### config.mk
export PLATFORM = sky130hd
export DESIGN_NAME = connection_mapping_table_core
export DESIGN_NICKNAME = d
export VERILOG_FILES = /design/src/hdl/cmt_pkg.sv /design/src/hdl/cmt_cell.sv /design/src/hdl/connection_mapping_table_core.sv
export SDC_FILE = /design/constraint.sdc
export NUM_CORES = 2
export LEC_CHECK = 0
export ABC_CLOCK_PERIOD_IN_PS = 14200
export CAP_MARGIN = 20
export CORE_MARGIN = 2
export CORE_UTILIZATION = 70
export CTS_BUF_LIST = sky130_fd_sc_hd__clkbuf_8
export DETAILED_ROUTE_END_ITERATION = 12
export DONT_BUFFER_PORTS = 1
export PLACE_DENSITY = 0.91
export SLEW_MARGIN = 30
export SYNTH_ARGS = -nofsm -noshare
export SYNTH_HDL_FRONTEND = slang
export SYNTH_HIERARCHICAL = 1
export SYNTH_SLANG_ARGS = --single-unit
### constraint.sdc
create_clock -name clk -period 14.2 [get_ports clk]
set_input_delay 2.84 -clock clk [delete_from_list [all_inputs] [get_ports clk]]
set_output_delay 2.84 -clock clk [all_outputs]
set_load 0.02 [all_outputs]
### src/hdl/cmt_pkg.sv
package cmt_pkg;

    localparam int TABLE_DEPTH_DEF = 16;

    localparam logic [2:0] OP_ADD_ID      = 3'd0;
    localparam logic [2:0] OP_LOOKUP_ID   = 3'd1;
    localparam logic [2:0] OP_DELETE_ID   = 3'd2;
    localparam logic [2:0] OP_ADD_PORT    = 3'd3;
    localparam logic [2:0] OP_FIND_BOUNCE = 3'd4;
    localparam logic [2:0] OP_FIND_SOURCE = 3'd5;

    localparam logic [1:0] ST_OK   = 2'd0;
    localparam logic [1:0] ST_MISS = 2'd1;
    localparam logic [1:0] ST_FULL = 2'd2;

    localparam logic KIND_ID   = 1'b0;
    localparam logic KIND_PORT = 1'b1;

    typedef struct packed {
        logic        kind;
        logic [15:0] key_id;
        logic [31:0] address;
        logic [15:0] source_port;
        logic [15:0] relay_port;
    } entry_data_t;

    typedef struct packed {
        logic        valid;
        entry_data_t data;
    } entry_t;

    typedef struct packed {
        logic [2:0]  opcode;
        logic [15:0] key_id;
        logic [31:0] address;
        logic [15:0] source_port;
        logic [15:0] relay_port;
    } query_t;

    // Search result riding down the chain with the wave.
    typedef struct packed {
        logic        hit;
        logic [31:0] address;
        logic [15:0] source_port;
        logic [15:0] relay_port;
    } carry_t;

    typedef struct packed {
        logic insert;
        logic remove;
    } cell_cmd_t;

endpackage

### src/hdl/cmt_cell.sv
module cmt_cell (
    input  logic               clk,
    input  logic               rst_n,
    input  cmt_pkg::query_t    query,
    input  cmt_pkg::cell_cmd_t cmd,
    input  logic               wave_in,
    input  cmt_pkg::carry_t    carry_in,
    input  cmt_pkg::entry_t    prev_entry,
    input  cmt_pkg::entry_t    next_entry,
    output cmt_pkg::entry_t    entry,
    output logic               wave_out,
    output cmt_pkg::carry_t    carry_out
);
    import cmt_pkg::*;

    logic        valid_reg;
    entry_data_t data_reg;
    logic        wave_reg;
    carry_t      carry_reg;
    logic        remove_reg;
    logic        match;
    carry_t      carry_next;

    always_comb
    begin
        match = 1'b0;
        case (query.opcode)
            OP_LOOKUP_ID, OP_DELETE_ID:
                match = (data_reg.kind == KIND_ID) && (data_reg.key_id == query.key_id);
            OP_FIND_BOUNCE:
                match = (data_reg.kind == KIND_PORT)
                        && (data_reg.relay_port == query.relay_port);
            OP_FIND_SOURCE:
                match = (data_reg.kind == KIND_PORT)
                        && (data_reg.source_port == query.source_port)
                        && (data_reg.address == query.address);
            default:
                match = 1'b0;
        endcase
        match = match && valid_reg;
    end

    // Keep the newest hit from upstream; otherwise offer our own entry.
    always_comb
    begin
        carry_next = carry_in;
        if (!carry_in.hit && match)
        begin
            carry_next.hit         = 1'b1;
            carry_next.address     = data_reg.address;
            carry_next.source_port = data_reg.source_port;
            carry_next.relay_port  = data_reg.relay_port;
        end
    end

    always_ff @(posedge clk or negedge rst_n)
    begin
        if (!rst_n)
        begin
            valid_reg <= 1'b0;
            wave_reg  <= 1'b0;
        end
        else
        begin
            wave_reg <= wave_in;
            if (cmd.insert)
                valid_reg <= prev_entry.valid;
            else if (cmd.remove && remove_reg)
                valid_reg <= next_entry.valid;
        end
    end

    always_ff @(posedge clk)
    begin
        if (cmd.insert)
            data_reg <= prev_entry.data;
        else if (cmd.remove && remove_reg)
            data_reg <= next_entry.data;
        // Mark cells at or past the newest hit; they close the gap on delete.
        if (wave_in)
        begin
            carry_reg  <= carry_next;
            remove_reg <= carry_next.hit;
        end
    end

    assign entry.valid = valid_reg;
    assign entry.data  = data_reg;
    assign wave_out    = wave_reg;
    assign carry_out   = carry_reg;

endmodule

### src/hdl/connection_mapping_table_core.sv
// Connection mapping table: TABLE_DEPTH entries kept newest first in a chain
// of cells, one entry per cell, handling one beat at a time. An add goes from
// request beat to result beat through capture, decode and commit. Every other
// opcode runs a search wave down the chain, one cell per cycle, and its result
// is committed once the wave leaves the last cell. A delete closes the gap in
// the same cycle its result is registered. A new request is taken once the
// previous result has been registered; the result register holds until the
// downstream side takes it.
module connection_mapping_table_core #(
    parameter int TABLE_DEPTH = cmt_pkg::TABLE_DEPTH_DEF
) (
    input  logic        clk,
    input  logic        rst_n,
    input  logic        req_valid,
    output logic        req_ready,
    input  logic [2:0]  opcode,
    input  logic [15:0] key_id,
    input  logic [31:0] address,
    input  logic [15:0] source_port,
    input  logic [15:0] relay_port,
    output logic        rsp_valid,
    input  logic        rsp_ready,
    output logic [1:0]  status,
    output logic [31:0] found_address,
    output logic [15:0] found_source_port,
    output logic [15:0] found_relay_port
);
    import cmt_pkg::*;

    typedef enum logic [1:0] {
        S_IDLE,
        S_START,
        S_SCAN,
        S_FINISH
    } state_t;

    state_t      state_reg;
    query_t      query_reg;
    logic        rsp_valid_reg;
    logic [1:0]  status_reg;
    logic [31:0] found_address_reg;
    logic [15:0] found_source_port_reg;
    logic [15:0] found_relay_port_reg;

    entry_t     entries [TABLE_DEPTH];
    entry_t     prev_in [TABLE_DEPTH];
    entry_t     next_in [TABLE_DEPTH];
    carry_t     carries [TABLE_DEPTH];
    carry_t     carry_in [TABLE_DEPTH];
    logic [TABLE_DEPTH-1:0] waves;
    logic [TABLE_DEPTH-1:0] wave_in;
    logic [TABLE_DEPTH-1:0] valid_vec;

    cell_cmd_t cmd;
    entry_t    new_entry;
    carry_t    last_carry;
    logic      is_add;
    logic      full;
    logic      out_free;
    logic      commit;

    assign is_add     = (query_reg.opcode == OP_ADD_ID) || (query_reg.opcode == OP_ADD_PORT);
    assign full       = entries[TABLE_DEPTH-1].valid;
    assign out_free   = !rsp_valid_reg || rsp_ready;
    assign commit     = (state_reg == S_FINISH) && out_free;
    assign last_carry = carries[TABLE_DEPTH-1];

    always_comb
    begin
        new_entry.valid            = 1'b1;
        new_entry.data.address     = query_reg.address;
        if (query_reg.opcode == OP_ADD_ID)
        begin
            new_entry.data.kind        = KIND_ID;
            new_entry.data.key_id      = query_reg.key_id;
            new_entry.data.source_port = 16'd0;
            new_entry.data.relay_port  = 16'd0;
        end
        else
        begin
            new_entry.data.kind        = KIND_PORT;
            new_entry.data.key_id      = 16'd0;
            new_entry.data.source_port = query_reg.source_port;
            new_entry.data.relay_port  = query_reg.relay_port;
        end
    end

    assign cmd.insert = commit && is_add && !full;
    assign cmd.remove = commit && (query_reg.opcode == OP_DELETE_ID) && last_carry.hit;

    genvar gi;
    generate
        for (gi = 0; gi < TABLE_DEPTH; gi++)
        begin : g_cell
            if (gi == 0)
            begin : g_head
                assign prev_in[gi]  = new_entry;
                assign carry_in[gi] = '0;
                assign wave_in[gi]  = (state_reg == S_START) && !is_add;
            end
            else
            begin : g_body
                assign prev_in[gi]  = entries[gi-1];
                assign carry_in[gi] = carries[gi-1];
                assign wave_in[gi]  = waves[gi-1];
            end
            if (gi == TABLE_DEPTH - 1)
            begin : g_tail
                assign next_in[gi] = '0;
            end
            else
            begin : g_link
                assign next_in[gi] = entries[gi+1];
            end
            assign valid_vec[gi] = entries[gi].valid;

            cmt_cell u_cell (
                .clk        (clk),
                .rst_n      (rst_n),
                .query      (query_reg),
                .cmd        (cmd),
                .wave_in    (wave_in[gi]),
                .carry_in   (carry_in[gi]),
                .prev_entry (prev_in[gi]),
                .next_entry (next_in[gi]),
                .entry      (entries[gi]),
                .wave_out   (waves[gi]),
                .carry_out  (carries[gi])
            );
        end
    endgenerate

    always_ff @(posedge clk or negedge rst_n)
    begin
        if (!rst_n)
        begin
            state_reg     <= S_IDLE;
            rsp_valid_reg <= 1'b0;
        end
        else
        begin
            if (commit)
                rsp_valid_reg <= 1'b1;
            else if (rsp_valid_reg && rsp_ready)
                rsp_valid_reg <= 1'b0;
            case (state_reg)
                S_IDLE:
                    if (req_valid)
                        state_reg <= S_START;
                S_START:
                    state_reg <= is_add ? S_FINISH : S_SCAN;
                S_SCAN:
                    if (waves[TABLE_DEPTH-1])
                        state_reg <= S_FINISH;
                S_FINISH:
                    if (out_free)
                        state_reg <= S_IDLE;
                default:
                    state_reg <= S_IDLE;
            endcase
        end
    end

    always_ff @(posedge clk)
    begin
        if (req_valid && req_ready)
        begin
            query_reg.opcode      <= opcode;
            query_reg.key_id      <= key_id;
            query_reg.address     <= address;
            query_reg.source_port <= source_port;
            query_reg.relay_port  <= relay_port;
        end
        if (commit)
        begin
            if (is_add)
            begin
                status_reg            <= full ? ST_FULL : ST_OK;
                found_address_reg     <= 32'd0;
                found_source_port_reg <= 16'd0;
                found_relay_port_reg  <= 16'd0;
            end
            else if (last_carry.hit)
            begin
                status_reg            <= ST_OK;
                found_address_reg     <= last_carry.address;
                found_source_port_reg <= last_carry.source_port;
                found_relay_port_reg  <= last_carry.relay_port;
            end
            else
            begin
                status_reg            <= ST_MISS;
                found_address_reg     <= 32'd0;
                found_source_port_reg <= 16'd0;
                found_relay_port_reg  <= 16'd0;
            end
        end
    end

    assign req_ready         = (state_reg == S_IDLE);
    assign rsp_valid         = rsp_valid_reg;
    assign status            = status_reg;
    assign found_address     = found_address_reg;
    assign found_source_port = found_source_port_reg;
    assign found_relay_port  = found_relay_port_reg;

    // At most one cell carries the search wave.
    a_one_wave: assert property (@(posedge clk) disable iff (!rst_n)
        $onehot0(waves))
        else $error("more than one cell holds the search wave");

    // No wave in flight while a new request can be taken.
    a_idle_no_wave: assert property (@(posedge clk) disable iff (!rst_n)
        req_ready |-> (waves == '0))
        else $error("search wave active while idle");

    // Valid entries always form a prefix from the newest slot.
    a_valid_prefix: assert property (@(posedge clk) disable iff (!rst_n)
        ((valid_vec & (valid_vec + 1'b1)) == '0))
        else $error("gap in the valid entries");

    // A result appears only out of the commit state.
    a_rsp_from_finish: assert property (@(posedge clk) disable iff (!rst_n)
        $rose(rsp_valid) |-> $past(state_reg == S_FINISH))
        else $error("result raised outside commit");

endmodule

==> results.toml <==
[floorplanning]
rows = 152
core_mm2 = 0.171
die_w_um = 418
die_area_mm2 = 0.175
pin_count = 155
initial_utilization_pct = 70.2
dieHeight_um = 418

[worst_setup_path]
worstSetupEndpointType = "flop"
reg2reg_to = "g_cell[15].u_cell/carry_out[11]"
start_kind = "input pin"
slowest_stage = "buf_4"
cp_data_arrival_time_ps = 6600
slowest_delay_ps = 800
r2r_slack_ps = 9230
worst_path_most_repeated_cell = "buf_4"
r2r-start = "query_reg[28]"
path_class = "input pin to flop"
r2r_cells = 8
cp_data_required_time_ps = 14990
crit_path_max_fanout = 121
path_cells = "nand2b_1 > nand2_1 > nor3_2 > buf_4 > buf_4 > buf_12 > buf_16 > mux2_2"

[grt]
antenna_found_initial = 9
grt_max_degree = 180
grt_pass1_wl_um = 445000
grt-ovfl-total = 0
grt_use_total_pct = 34.1
grt_pass1_vias = 69400

[routing]
routed_wl_um = 300000
antenna_left = 0
drtPass1Iterations = 5
wl_per_cell_um = 29.4
drc = 0
vias = 67700
post_drt_via_cell_ratio = 6.64
drt-initial-drc-count = 8945

[power]
vdd_drop_max_mv = 0.111
p_int_mw = 14.5
leakage_nw = 41.3
pwr-share-clk_pct = 27.1
p_seq_share_pct = 54.3
swShare_pct = 29.1
pwr-share-comb_pct = 18.5
p_switching_mw = 5.95
powerDensity_mw_per_mm2 = 157

[clocking]
numCtsBuffers = 401
insertion_delay_ps = 1080
clkSlewWorstSetupHoldPaths_ps = 60
cts_hold_buf = 0
clockRootBuffer = "clkbuf_8"
post_cts_buffers = 0
htreeDepth = 5
cts_resized = 0
cts_tree = "built"
max-clock-path-buffers = 4
cts_sinks = 2520

[worst_hold_path]
hold_depth = 1
min_to = "g_cell[9].u_cell/carry_out[60]"
worstHoldStart = "g_cell[8].u_cell/carry_out[60]"
hold_path.class = "flop to flop"

[placed_design]
dp_hpwl_um = 198000
io_buffer_count = 0
gp_congestion = 0.867
pre_cts_ws_ps = 7210

[sta]
fin_crit_sh_pct = 40.9
setup_tns_ps = 0
setup_slack_ps = 8390
fin_crit_ps = 5810
rsz0062_at_grt = "false"
setup_viol_count_final = 0
whs_ps = 485
fmax_mhz = 172
clock_skew_ps = 64.8
relSlewSlack_pct = 24.8
hold_viol = 0
tightestPinTransition_ps = 1130
final_max_slew_viol_count = 0

[flow_run]
drv_cap = 0

[logic_synthesis]
synth.area.top_cells = "edfxtp_1 62%, mux2_2 14%, xnor2_1 8.6%"
synth_edf_count = 2485
yosysWarningCount = 6
syn_inst = 7238
ys.flop_type = "edfxtp_1"
seq_area_frac_synth_pct = 62.9
avgSynthCellArea_um2 = 16.6
synth.largest_area_cell = "edfxtp_1"
ys_types = 41
async_flop_share_pct = 1.39
synth_seq_cells = 2520
synth_top_area_share_pct = 62.1
syn_area_mm2 = 0.120

[cells_and_area]
layout_common_cells = "2485 x edfxtp_1, 1537 x mux2_2, 1184 x xnor2_1, 784 x mux2_1, 414 x clkbuf_8"
layout-drive-gt1-share_pct = 29.2
syn_to_final_growth_pct = 8.68
final_nets = 7763
multi_input_area_mm2 = 0.0434
fill_cells = 8785
final_common_cell = "edfxtp_1"
largest_reg_flops = 1296
final-seq-area_mm2 = 0.0755

[run_status]
outcome = "complete, no violations"
-- cell families (layout without fill, tap and decap cells) --
kind of cell / Yosys count / in the layout / synth area share (%)
buffers and inverters: 320 / 887 / 1.67
adders and majority gates: 5 / 5 / 0.0521
DFF: 2520 / 2520 / 62.9
AOI/OAI and AO/OA: 68 / 68 / 0.435
and+or+nand+nor: 689 / 689 / 3.59
other: 2 / 153 / 0.00625
xor gates and xnor gates: 1297 / 1297 / 9.47
muxes: 2337 / 2337 / 21.9
-- cell type report --
cell class	instances	area share (%)
antenna	4	0.00767
timing repair buffer	182	1.36
clock buffer	414	4.37
inverter	21	0.0853
sequential	2520	57.9
tap	2233	2.14
multi-input combinational	4545	33.2
clock inverter	270	0.926
-- per-stage QoR --
step | cells | power (mW) | utilization [%] | cell area (µm²)
after floorplan | 7385 | 13.5 | - | 121000
after global placement | 9459 | 14.6 | 71.9 | 123000
after detailed placement | 9489 | 14.8 | 72.1 | 123000
after CTS | 10200 | 20.4 | 76.2 | 130000
after global routing | 10200 | 21.1 | 76.3 | 131000
final | 10200 | 20.5 | 76.3 | 131000
-- power by group through the flow --
| stage | Clock (mW) | Sequential (mW) | Combinational (mW) |
|---|---|---|---|
| floorplan | 0 | 11.2 | 2.24 |
| global placement | 0 | 11.3 | 3.29 |
| detailed placement | 0 | 11.2 | 3.61 |
| CTS | 5.58 | 11.1 | 3.68 |
| global route | 5.90 | 11.2 | 3.99 |
| finish | 5.55 | 11.1 | 3.79 |
-- cells in the mapped netlist (all sizes together), types with 5 or more instances --
library cell / number
nand4: 288
nor2b: 30
a21oi: 33
nand2b: 20
nor4b: 16
clkbuf: 155
nand2: 36
inv: 21
xor2: 112
mux2: 2321
a311oi: 16
nor3: 50
xnor2: 1185
dfrtp: 35
nor4: 65
ha: 5
nand4b: 16
or2: 16
mux2i: 16
nor2: 16
buf: 144
nand3: 48
edfxtp: 2485
o21ai: 16
and2: 82
-- layer usage --
metal,GRT usage [%],wire length (µm)
met4,17.2,15800
met1,46.4,112000
met3,7.35,34300
met5,0,41
met2,52.3,138000
-- worst max-delay path, delay by kind of cell --
kind / cells / cell delay, ps
AND/OR/NAND/NOR: 3 / 650
buffers and inverters: 4 / 2440
multiplexers: 1 / 410
-- worst max path at each step --
stage / to / depth (start not counted) / from
3_3_place_gp: g_cell[9].u_cell/entry[8] / 8 / rsp_ready
2_1_floorplan: g_cell[0].u_cell/entry[0] / 6 / rsp_ready
3_5_place_dp: g_cell[10].u_cell/entry[1] / 8 / rsp_ready
4_1_cts: g_cell[10].u_cell/entry[30] / 8 / rsp_ready
5_1_grt: g_cell[12].u_cell/entry[0] / 8 / rsp_ready
6_report: g_cell[14].u_cell/entry[2] / 8 / rsp_ready
Note: power is estimated with default switching activity, not from simulation.
